$ cat src/rtl/core/pbc_pkg.sv
// Package for the polygon band clipper: widths, register indexes, codes and word types.
// Depends on nothing; every other file of the block imports it.
`default_nettype none

package pbc_pkg;

    // Coordinate width and the widths derived from it.
    localparam int CW  = 32;
    localparam int DW  = CW + 1;          // exact difference of two coordinates
    localparam int PW  = 64;              // product width, wraps modulo 2^64
    localparam int MCW = $clog2(DW);      // multiplier step counter
    localparam int PCW = $clog2(PW);      // divider step counter

    // Configuration port.
    localparam int CFG_IW = 3;
    localparam logic [CFG_IW-1:0] CFG_CLIP_AXIS = 3'd0;
    localparam logic [CFG_IW-1:0] CFG_BAND_LOW  = 3'd1;
    localparam logic [CFG_IW-1:0] CFG_BAND_HIGH = 3'd2;
    localparam logic [CFG_IW-1:0] CFG_SHIFT_X   = 3'd3;
    localparam logic [CFG_IW-1:0] CFG_SHIFT_Y   = 3'd4;

    // Input opcodes.
    localparam logic OP_START  = 1'b0;
    localparam logic OP_VERTEX = 1'b1;

    // Where a coordinate lies relative to the band.
    typedef enum logic [1:0] {
        ZONE_IN   = 2'd0,
        ZONE_LOW  = 2'd1,
        ZONE_HIGH = 2'd2
    } t_zone;

    // What one result slot produces.
    typedef enum logic [1:0] {
        KIND_VTX = 2'd0,
        KIND_LO  = 2'd1,
        KIND_HI  = 2'd2
    } t_kind;

    // Sequencer states.
    typedef enum logic [2:0] {
        ST_IDLE = 3'd0,
        ST_SLOT = 3'd1,
        ST_MUL  = 3'd2,
        ST_DIV  = 3'd3,
        ST_EMIT = 3'd4
    } t_state;

    typedef struct packed {
        logic                 opcode;
        logic signed [CW-1:0] vert_x;
        logic signed [CW-1:0] vert_y;
    } t_in_word;

    typedef struct packed {
        logic signed [CW-1:0] out_x;
        logic signed [CW-1:0] out_y;
        logic                 run_end;
    } t_out_word;

endpackage

`default_nettype wire

$ cat src/rtl/core/pbc_mul.sv
// Bit-serial signed multiplier for the crossing numerator, one multiplier bit per cycle.
// Depends on pbc_pkg for the difference and product widths.
`default_nettype none

module pbc_mul (
    input  wire logic                        i_clk,
    input  wire logic                        i_rst_n,
    input  wire logic                        i_start,
    input  wire logic signed [pbc_pkg::DW-1:0] i_a,
    input  wire logic signed [pbc_pkg::DW-1:0] i_b,
    output logic                             o_done,
    output logic [pbc_pkg::PW-1:0]           o_prod
);
    import pbc_pkg::*;

    logic signed [DW-1:0] r_a;
    logic [DW-1:0]        r_b;
    logic signed [DW:0]   r_acc;
    logic [DW-1:0]        r_lo;
    logic [MCW-1:0]       r_cnt;
    logic                 r_busy;
    logic                 r_done;

    logic signed [DW+1:0] pp;
    logic signed [DW+1:0] n_sum;
    logic signed [2*DW:0] full;

    // The top bit of the multiplier carries negative weight, so the last step subtracts.
    always_comb begin
        pp = r_b[0] ? (DW+2)'(r_a) : '0;
        if (r_cnt == MCW'(DW - 1)) begin
            n_sum = (DW+2)'(r_acc) - pp;
        end else begin
            n_sum = (DW+2)'(r_acc) + pp;
        end
    end

    // Step control.
    always_ff @(posedge i_clk) begin
        if (!i_rst_n) begin
            r_busy <= 1'b0;
            r_done <= 1'b0;
            r_cnt  <= '0;
        end else begin
            r_done <= 1'b0;
            if (i_start) begin
                r_busy <= 1'b1;
                r_cnt  <= '0;
            end else if (r_busy) begin
                r_cnt <= r_cnt + 1'b1;
                if (r_cnt == MCW'(DW - 1)) begin
                    r_busy <= 1'b0;
                    r_done <= 1'b1;
                end
            end
        end
    end

    // Shift-add datapath: the high half accumulates, low bits drop into r_lo.
    always_ff @(posedge i_clk) begin
        if (i_start) begin
            r_a   <= i_a;
            r_b   <= i_b;
            r_acc <= '0;
            r_lo  <= '0;
        end else if (r_busy) begin
            r_acc <= n_sum[DW+1:1];
            r_lo  <= {n_sum[0], r_lo[DW-1:1]};
            r_b   <= r_b >> 1;
        end
    end

    // The full product is wrapped to the product width.
    assign full   = {r_acc, r_lo};
    assign o_prod = PW'(full);
    assign o_done = r_done;

endmodule

`default_nettype wire

$ cat src/rtl/core/pbc_div.sv
// Radix-2 restoring divider on magnitudes with a signed, truncating result.
// Depends on pbc_pkg; keeps only the low coordinate-width bits of the quotient.
`default_nettype none

module pbc_div (
    input  wire logic                          i_clk,
    input  wire logic                          i_rst_n,
    input  wire logic                          i_start,
    input  wire logic [pbc_pkg::PW-1:0]        i_num,
    input  wire logic signed [pbc_pkg::DW-1:0] i_den,
    output logic                               o_done,
    output logic [pbc_pkg::CW-1:0]             o_quo
);
    import pbc_pkg::*;

    logic [PW-1:0]  r_num;
    logic [DW-1:0]  r_den;
    logic [DW-1:0]  r_rem;
    logic [CW-1:0]  r_q;
    logic [CW-1:0]  r_quo;
    logic           r_neg;
    logic           r_zero;
    logic [PCW-1:0] r_cnt;
    logic           r_busy;
    logic           r_fix;
    logic           r_done;

    logic [PW-1:0]  num_mag;
    logic [DW-1:0]  den_mag;
    logic [DW:0]    trial;
    logic [DW+1:0]  diff;
    logic           take;
    logic [DW-1:0]  n_rem;

    // Magnitudes of the operands at load time.
    always_comb begin
        num_mag = i_num[PW-1] ? (~i_num + 1'b1) : i_num;
        den_mag = i_den[DW-1] ? DW'(-i_den) : DW'(i_den);
    end

    // One quotient bit per cycle: bring down a dividend bit and try the subtract.
    always_comb begin
        trial = {r_rem, r_num[PW-1]};
        diff  = {1'b0, trial} - {2'b00, r_den};
        take  = !diff[DW+1];
        n_rem = take ? diff[DW-1:0] : trial[DW-1:0];
    end

    // Step control: PW steps, then a fix step that applies the sign.
    always_ff @(posedge i_clk) begin
        if (!i_rst_n) begin
            r_busy <= 1'b0;
            r_fix  <= 1'b0;
            r_done <= 1'b0;
            r_cnt  <= '0;
        end else begin
            r_done <= 1'b0;
            r_fix  <= 1'b0;
            if (i_start) begin
                r_busy <= 1'b1;
                r_cnt  <= '0;
            end else if (r_busy) begin
                r_cnt <= r_cnt + 1'b1;
                if (r_cnt == PCW'(PW - 1)) begin
                    r_busy <= 1'b0;
                    r_fix  <= 1'b1;
                end
            end else if (r_fix) begin
                r_done <= 1'b1;
            end
        end
    end

    // Datapath.
    always_ff @(posedge i_clk) begin
        if (i_start) begin
            r_num  <= num_mag;
            r_den  <= den_mag;
            r_rem  <= '0;
            r_neg  <= i_num[PW-1] ^ i_den[DW-1];
            r_zero <= (i_den == '0);
        end else if (r_busy) begin
            r_num <= {r_num[PW-2:0], 1'b0};
            r_rem <= n_rem;
            r_q   <= {r_q[CW-2:0], take};
        end else if (r_fix) begin
            // A zero divisor yields a zero quotient.
            if (r_zero) begin
                r_quo <= '0;
            end else if (r_neg) begin
                r_quo <= ~r_q + 1'b1;
            end else begin
                r_quo <= r_q;
            end
        end
    end

    assign o_done = r_done;
    assign o_quo  = r_quo;

endmodule

`default_nettype wire

$ cat src/rtl/core/polygon_band_clip.sv
// Top level of the polygon band clipper: configuration, vertex sequencer and output register.
// Depends on pbc_pkg, pbc_mul and pbc_div.
//
//   channel   direction  handshake                 word
//   input     in         i_in_valid / o_in_ready   i_in_word  (t_in_word)
//   output    out        o_out_valid / i_out_ready o_out_word (t_out_word)
//   config    in         i_cfg_we                  i_cfg_idx, i_cfg_data
//
// A start word or a vertex that yields nothing is taken in the idle state; an inside vertex
// passes through the slot and emit steps. Each boundary crossing runs CW+1 multiplier steps
// and 64 divider steps in the shared serial units, so a vertex crossing both bounds runs two
// crossings. One word is in work at a time; o_in_ready is high only when idle.
// A stalled output holds the sequencer at its emit step, which holds off the next input word;
// a waiting output word alone does not block input while the sequencer is idle.
// Reset clears the configuration registers, the previous vertex, its zone and the sequencer.
`default_nettype none

module polygon_band_clip (
    input  wire logic                         i_clk,
    input  wire logic                         i_rst_n,
    input  wire logic                         i_cfg_we,
    input  wire logic [pbc_pkg::CFG_IW-1:0]   i_cfg_idx,
    input  wire logic [pbc_pkg::CW-1:0]       i_cfg_data,
    input  wire logic                         i_in_valid,
    output logic                              o_in_ready,
    input  wire pbc_pkg::t_in_word            i_in_word,
    output logic                              o_out_valid,
    input  wire logic                         i_out_ready,
    output pbc_pkg::t_out_word                o_out_word
);
    import pbc_pkg::*;

    // Configuration registers.
    logic                 r_clip_axis;
    logic signed [CW-1:0] r_band_low;
    logic signed [CW-1:0] r_band_high;
    logic signed [CW-1:0] r_shift_x;
    logic signed [CW-1:0] r_shift_y;

    // Polygon state and the word in work.
    logic signed [CW-1:0] r_prev_x;
    logic signed [CW-1:0] r_prev_y;
    t_zone                r_prev_zone;
    logic signed [CW-1:0] r_cur_x;
    logic signed [CW-1:0] r_cur_y;
    t_zone                r_cur_zone;
    t_kind                r_kind0;
    t_kind                r_kind1;
    logic                 r_two;
    logic                 r_idx;
    logic [CW-1:0]        r_res_x;
    logic [CW-1:0]        r_res_y;
    t_state               r_state;
    t_state               n_state;
    logic                 r_out_valid;
    t_out_word            r_out;

    // Decode of the incoming word.
    logic signed [CW-1:0] in_axis;
    t_zone                in_zone;
    t_zone                prev_pz;
    logic                 in_dup;
    logic [1:0]           plan_cnt;
    t_kind                plan_kind0;
    t_kind                plan_kind1;
    logic                 in_accept;

    // Slot datapath.
    t_kind                cur_kind;
    logic                 slot_last;
    logic signed [CW-1:0] bound;
    logic signed [DW-1:0] mul_a;
    logic signed [DW-1:0] mul_b;
    logic signed [DW-1:0] div_den;
    logic [PW-1:0]        prod;
    logic                 mul_done;
    logic [CW-1:0]        quo;
    logic                 div_done;

    // Sequencer strobes.
    logic                 take_plan;
    logic                 upd_from_in;
    logic                 mul_start;
    logic                 div_start;
    logic                 load_vtx;
    logic                 load_cross;
    logic                 out_load;
    logic                 finish;
    logic                 next_slot;

    function automatic t_zone zone_of(input logic signed [CW-1:0] c,
                                      input logic signed [CW-1:0] lo,
                                      input logic signed [CW-1:0] hi);
        t_zone z;
        if (c <= lo) begin
            z = ZONE_LOW;
        end else if (c >= hi) begin
            z = ZONE_HIGH;
        end else begin
            z = ZONE_IN;
        end
        return z;
    endfunction

    // Configuration writes.
    always_ff @(posedge i_clk) begin
        if (!i_rst_n) begin
            r_clip_axis <= 1'b0;
            r_band_low  <= '0;
            r_band_high <= '0;
            r_shift_x   <= '0;
            r_shift_y   <= '0;
        end else if (i_cfg_we) begin
            case (i_cfg_idx)
                CFG_CLIP_AXIS: r_clip_axis <= i_cfg_data[0];
                CFG_BAND_LOW:  r_band_low  <= i_cfg_data;
                CFG_BAND_HIGH: r_band_high <= i_cfg_data;
                CFG_SHIFT_X:   r_shift_x   <= i_cfg_data;
                CFG_SHIFT_Y:   r_shift_y   <= i_cfg_data;
                default: ;
            endcase
        end
    end

    // Zone of the new vertex and of the previous one.
    always_comb begin
        in_axis = r_clip_axis ? i_in_word.vert_x : i_in_word.vert_y;
        in_zone = zone_of(in_axis, r_band_low, r_band_high);
        in_dup  = (i_in_word.vert_x == r_prev_x) && (i_in_word.vert_y == r_prev_y);
        case (r_prev_zone)
            ZONE_IN:  prev_pz = ZONE_IN;
            ZONE_LOW: prev_pz = ZONE_LOW;
            default:  prev_pz = ZONE_HIGH;
        endcase
    end

    // Plan of up to two results from the zone transition.
    always_comb begin
        plan_cnt   = 2'd0;
        plan_kind0 = KIND_VTX;
        plan_kind1 = KIND_VTX;
        case (in_zone)
            ZONE_LOW: begin
                if (prev_pz == ZONE_IN) begin
                    plan_cnt   = 2'd1;
                    plan_kind0 = KIND_LO;
                end else if (prev_pz == ZONE_HIGH) begin
                    plan_cnt   = 2'd2;
                    plan_kind0 = KIND_HI;
                    plan_kind1 = KIND_LO;
                end
            end
            ZONE_HIGH: begin
                if (prev_pz == ZONE_IN) begin
                    plan_cnt   = 2'd1;
                    plan_kind0 = KIND_HI;
                end else if (prev_pz == ZONE_LOW) begin
                    plan_cnt   = 2'd2;
                    plan_kind0 = KIND_LO;
                    plan_kind1 = KIND_HI;
                end
            end
            default: begin
                if (prev_pz == ZONE_IN) begin
                    plan_cnt = in_dup ? 2'd0 : 2'd1;
                end else begin
                    plan_cnt   = 2'd2;
                    plan_kind0 = (prev_pz == ZONE_LOW) ? KIND_LO : KIND_HI;
                end
            end
        endcase
        if (i_in_word.opcode == OP_START) begin
            plan_cnt = 2'd0;
        end
    end

    // Operands of the crossing for the current slot.
    always_comb begin
        cur_kind  = r_idx ? r_kind1 : r_kind0;
        slot_last = r_idx || !r_two;
        bound     = (cur_kind == KIND_LO) ? r_band_low : r_band_high;
        if (r_clip_axis) begin
            mul_a   = DW'(r_cur_y) - DW'(r_prev_y);
            mul_b   = DW'(bound) - DW'(r_prev_x);
            div_den = DW'(r_cur_x) - DW'(r_prev_x);
        end else begin
            mul_a   = DW'(r_cur_x) - DW'(r_prev_x);
            mul_b   = DW'(bound) - DW'(r_prev_y);
            div_den = DW'(r_cur_y) - DW'(r_prev_y);
        end
    end

    pbc_mul u_mul (
        .i_clk   (i_clk),
        .i_rst_n (i_rst_n),
        .i_start (mul_start),
        .i_a     (mul_a),
        .i_b     (mul_b),
        .o_done  (mul_done),
        .o_prod  (prod)
    );

    pbc_div u_div (
        .i_clk   (i_clk),
        .i_rst_n (i_rst_n),
        .i_start (div_start),
        .i_num   (prod),
        .i_den   (div_den),
        .o_done  (div_done),
        .o_quo   (quo)
    );

    assign in_accept = i_in_valid && o_in_ready;

    // Sequencer state register.
    always_ff @(posedge i_clk) begin
        if (!i_rst_n) begin
            r_state <= ST_IDLE;
        end else begin
            r_state <= n_state;
        end
    end

    // Next state and strobes.
    always_comb begin
        n_state     = r_state;
        o_in_ready  = 1'b0;
        take_plan   = 1'b0;
        upd_from_in = 1'b0;
        mul_start   = 1'b0;
        div_start   = 1'b0;
        load_vtx    = 1'b0;
        load_cross  = 1'b0;
        out_load    = 1'b0;
        finish      = 1'b0;
        next_slot   = 1'b0;
        case (r_state)
            ST_IDLE: begin
                o_in_ready = 1'b1;
                if (in_accept) begin
                    if (plan_cnt == 2'd0) begin
                        upd_from_in = 1'b1;
                    end else begin
                        take_plan = 1'b1;
                        n_state   = ST_SLOT;
                    end
                end
            end
            ST_SLOT: begin
                if (cur_kind == KIND_VTX) begin
                    load_vtx = 1'b1;
                    n_state  = ST_EMIT;
                end else begin
                    mul_start = 1'b1;
                    n_state   = ST_MUL;
                end
            end
            ST_MUL: begin
                if (mul_done) begin
                    div_start = 1'b1;
                    n_state   = ST_DIV;
                end
            end
            ST_DIV: begin
                if (div_done) begin
                    load_cross = 1'b1;
                    n_state    = ST_EMIT;
                end
            end
            ST_EMIT: begin
                if (!r_out_valid || i_out_ready) begin
                    out_load = 1'b1;
                    if (slot_last) begin
                        finish  = 1'b1;
                        n_state = ST_IDLE;
                    end else begin
                        next_slot = 1'b1;
                        n_state   = ST_SLOT;
                    end
                end
            end
            default: n_state = ST_IDLE;
        endcase
    end

    // Previous vertex and slot index.
    always_ff @(posedge i_clk) begin
        if (!i_rst_n) begin
            r_prev_x    <= '0;
            r_prev_y    <= '0;
            r_prev_zone <= ZONE_IN;
            r_idx       <= 1'b0;
            r_two       <= 1'b0;
        end else begin
            if (upd_from_in) begin
                r_prev_x    <= i_in_word.vert_x;
                r_prev_y    <= i_in_word.vert_y;
                r_prev_zone <= in_zone;
            end else if (finish) begin
                r_prev_x    <= r_cur_x;
                r_prev_y    <= r_cur_y;
                r_prev_zone <= r_cur_zone;
            end
            if (take_plan) begin
                r_idx <= 1'b0;
                r_two <= (plan_cnt == 2'd2);
            end else if (next_slot) begin
                r_idx <= 1'b1;
            end
        end
    end

    // Word in work and the result of the current slot.
    always_ff @(posedge i_clk) begin
        if (take_plan) begin
            r_cur_x    <= i_in_word.vert_x;
            r_cur_y    <= i_in_word.vert_y;
            r_cur_zone <= in_zone;
            r_kind0    <= plan_kind0;
            r_kind1    <= plan_kind1;
        end
        if (load_vtx) begin
            r_res_x <= r_cur_x;
            r_res_y <= r_cur_y;
        end else if (load_cross) begin
            if (r_clip_axis) begin
                r_res_x <= bound;
                r_res_y <= r_prev_y + quo;
            end else begin
                r_res_x <= r_prev_x + quo;
                r_res_y <= bound;
            end
        end
    end

    // Output register.
    always_ff @(posedge i_clk) begin
        if (!i_rst_n) begin
            r_out_valid <= 1'b0;
        end else if (out_load) begin
            r_out_valid <= 1'b1;
        end else if (i_out_ready) begin
            r_out_valid <= 1'b0;
        end
    end

    always_ff @(posedge i_clk) begin
        if (out_load) begin
            r_out.out_x   <= r_res_x + r_shift_x;
            r_out.out_y   <= r_res_y + r_shift_y;
            r_out.run_end <= slot_last;
        end
    end

    assign o_out_valid = r_out_valid;
    assign o_out_word  = r_out;

endmodule

`default_nettype wire

$ cat config.mk
export PLATFORM = sky130hd
export DESIGN_NAME = polygon_band_clip
export DESIGN_NICKNAME = d
export VERILOG_FILES = /design/src/rtl/core/pbc_pkg.sv /design/src/rtl/core/pbc_mul.sv /design/src/rtl/core/pbc_div.sv /design/src/rtl/core/polygon_band_clip.sv
export SDC_FILE = /design/constraint.sdc
export NUM_CORES = 2
export LEC_CHECK = 0
export BUFFER_PORTS_ARGS = -buffer_cell sky130_fd_sc_hd__buf_2
export CORE_UTILIZATION = 69
export DETAILED_ROUTE_END_ITERATION = 8
export PLACE_DENSITY = 0.94
export SETUP_SLACK_MARGIN = 0.2
export SLEW_MARGIN = 20
export SYNTH_ARGS = -nofsm -noshare
export SYNTH_HDL_FRONTEND = slang
export SYNTH_SLANG_ARGS = --single-unit
$ cat constraint.sdc
create_clock -name i_clk -period 18 [get_ports i_clk]
set_input_delay 1.8 -clock i_clk [delete_from_list [all_inputs] [get_ports i_clk]]
set_output_delay 1.8 -clock i_clk [all_outputs]
set_load 0.005 [all_outputs]
==> flow_summary.yaml <==
status:
  status: "completed"
yosys:
  ys_types: 101
  synth_top_flop_cell: "edfxtp_1"
  synth_area_per_cell_um2: 8.96
  synth_nets: 5966
  syn_area_mm2: 0.0492
  async_reset_ff_frac: 0
  yosysWarnings: 0
  synthCells: 5493
  ys_seq_elements: 746
  synth-edff-count: 428
  ys_seq_area_frac: 0.390
worst_setup_path:
  cp.arrival_ns: 6.86
  start_kind: "input pin"
  ff2ff_setup_slack_ns: 11.64
  cpMostUsedCell: "nand4_1"
  cp-end-kind: "register"
  path_cells: "buf_2, mux2_2, ha_1, nand4_1, nor3_1, o21ai_0, o211ai_1, a221o_1, mux2i_4, nand4_1, a32oi_1, nand2_4, buf_4, nor2_1, a211oi_1"
  crit_fanout: 90
  r2r_cells: 19
  crit_family: "simple AND/OR/NAND/NOR gates"
  crit_slowest_cell: "nor3_1"
  path_class: "in2reg"
  cp_num_buf_inv: 2
  slowest_delay_ns: 0.76
  regToRegEndpoint: "u_mul.r_acc[33]"
  cp.required_ns: 18.47
  reg2reg_from: "u_mul.r_a[8]"
timing:
  setup_viol: 0
  fin_worst_skew_ns: 0.0291
  relSlewSlack: 0.265
  tightest_slew_ns: 1.08
  fin_setup_tns_ns: 0
  period_share: 0.355
  slew_viol_final: 0
  rsz0062_at_grt: "false"
  hold_viol_final: 0
  finalCriticalPeriod_ns: 6.39
  max_freq_mhz: 156
  finalHoldWorstSlack_ns: 0.459
power:
  power.density_mw_per_mm2: 144
  p_leak_uw: 0.0220
  max-vdd-ir-drop_mv: 0.127
global_routing:
  track_usage: 0.420
  grt_overflow: 0
  antenna_found_initial: 20
  grt_pass1_wl_um: 233000
  grt_max_degree: 105
  first_global_vias: 40900
drt:
  routed_wl_um: 155000
  num_vias: 44100
  dr.pass1.iters: 6
  drc_errors: 0
  vias_per_cell: 6.70
  wl_per_cell_um: 23.7
  drt_iter0_drc: 5916
  ant_nets: 0
die:
  dieArea_mm2: 0.0724
  die_w_um: 269
  num_rows: 97
  start_util: 0.700
  ios: 172
  core_region_area_mm2: 0.0703
  die_height_um: 269
finish:
  num-fill-cells: 4621
  nets: 6035
  fin_cells: 6571
  area_growth_pct: 8.83
  fin_util: 0.762
  drive_above_1_share: 0.0842
  final_common_cell: "nand2_1"
  most-common-layout-cells: "nand2_1 (675), a21oi_1 (512), nor2_1 (464), edfxtp_1 (428), o21ai_0 (366)"
cts:
  numCtsBuffers: 81
  cts_sinks: 746
  path_clk_slew_ns: 0.06
  clockBufferDepth: 3
  cts_max_level: 3
  ctsHoldBuffers: 0
  tritoncts: "built"
  cts_setup_buffers: 0
  insertion_delay_ns: 0.64
  ctsResizeCount: 0
  cts_root_buffer: "clkbuf_16"
flow_run:
  max_cap_violations: 0
placement:
  port_buffers: 171
  place_inst: 6419
  dp_hpwl_um: 114000
  gp_congestion: 1.01
worst_hold_path:
  holdPathStages: 2
  hp-class: "reg2reg"
  hold_start: "r_band_high[3]"
  holdPathEnd: "r_band_high[3]"
[metrics by stage]
stage	power (uW)	setup slack [ns]	cell area, um2
2_1_floorplan	4900	10.01	49200
3_3_place_gp	5690	11.41	50800
3_5_place_dp	5800	11.21	50800
4_1_cts	7590	11.87	53600
5_1_grt	8060	11.43	53600
6_report	7730	11.61	53600
[Yosys cell counts (10+ instances only)]
master     number  area (um2)
a211oi_1       99         743
a21boi_0       12        90.1
a21o_1        141        1060
a21oi_1       512        2560
a31o_2         13         114
a31oi_1        34         213
and2_1         28         175
and3_1         35         219
buf_1          18        67.6
buf_2          12        60.1
clkbuf_1      186         698
dfxtp_1       318        6370
edfxtp_1      428       12900
ha_1          359        4490
inv_1         290        1090
mux2_2         40         450
mux2i_1       201        2010
nand2_1       677        2540
nand2b_1       55         344
nand3_1        69         345
nand3b_1       13        97.6
nand4_1        54         338
nor2_1        465        1750
nor2b_1        46         288
nor3_1         70         350
nor3b_1        12        90.1
nor4_1         28         175
o2111ai_1      10        87.6
o211ai_1       29         218
o21a_1         51         383
o21ai_0       366        1830
o21ai_1        21         105
o21bai_1       38         285
o22ai_1        11        68.8
o31ai_1        49         368
o41ai_1        25         219
or2_2          21         131
or3_1          35         219
or4_1          15         113
xnor2_1       247        2160
xor2_1        193        1690
[where the power goes]
part           switching [uW]  internal, uW
logic                    2140          1330
registers                 322          2170
clock network             732          1040
[state kept, by name, indices dropped and copies added (netlist names), 33 cells and up]
| name | cells |
|---|---|
| o_out_word | 65 |
| u_div.r_den | 33 |
| u_div.r_num | 64 |
| u_div.r_rem | 33 |
| u_mul.r_a | 33 |
| u_mul.r_acc | 34 |
| u_mul.r_b | 33 |
| u_mul.r_lo | 33 |
[worst reg2reg max path: stages (launching register included)]
cell and delay (ns):
edfxtp_1 0.43, or4_1 0.63, o41ai_1 0.40, nand3_1 0.31, nand3b_1 0.33, nand2_1 0.17, nand2b_1 0.29, o311ai_0 0.22
ha_1 0.27, and3_1 0.19, and3_1 0.18, nand4_1 0.18, a2111oi_0 1.00, o2111ai_1 0.33, a21oi_1 0.33, or4_1 0.20
a311oi_2 0.14, o41ai_1 0.40, xnor2_1 0.17, nor2_1 0.05
[final cells by class]
| type | count | area (um2) | share of cell area |
|---|---|---|---|
| clock inverter | 35 | 380 | 0.00710 |
| tap | 940 | 1180 | 0.0220 |
| clock buffer | 116 | 2410 | 0.0451 |
| multi-input combinational | 4232 | 28100 | 0.525 |
| antenna | 1 | 2.50 | 0.0000467 |
| sequential | 746 | 19200 | 0.359 |
| timing repair buffer | 209 | 1150 | 0.0215 |
| inverter | 292 | 1100 | 0.0206 |
[worst max-delay path by stage]
stage	from	end	slack, ns	depth (start not counted)
finish	i_in_word[13]	r_prev_y[11]	11.61	15
global placement	i_in_word[13]	r_cur_x[3]	11.41	13
detailed placement	i_in_word[13]	r_prev_y[6]	11.21	15
floorplan	r_clip_axis	r_cur_x[0]	10.01	19
global route	u_mul.r_a[8]	u_mul.r_acc[33]	11.43	19
CTS	i_in_word[13]	r_prev_x[5]	11.87	15
[routing by layer]
layer	part of all wire	track usage
met2	0.44	0.648
met4	0.053	0.207
met1	0.39	0.559
met5	0.0015	0
met3	0.11	0.0905
[cell families (layout without fill, tap and decap cells)]
| family | count (synthesis) | in the layout | share of synthesized area |
|---|---|---|---|
| AOI/OAI and AO/OA | 1526 | 1526 | 0.193 |
| xor gates and xnor gates | 440 | 440 | 0.0783 |
| adders and majority gates | 368 | 368 | 0.0949 |
| buffers and inverters | 515 | 652 | 0.0404 |
| DFF | 746 | 746 | 0.390 |
| muxes | 244 | 244 | 0.0511 |
| other | 0 | 1 | 0 |
| and+or+nand+nor | 1654 | 1654 | 0.152 |
Power figures use the tool's default switching activity.
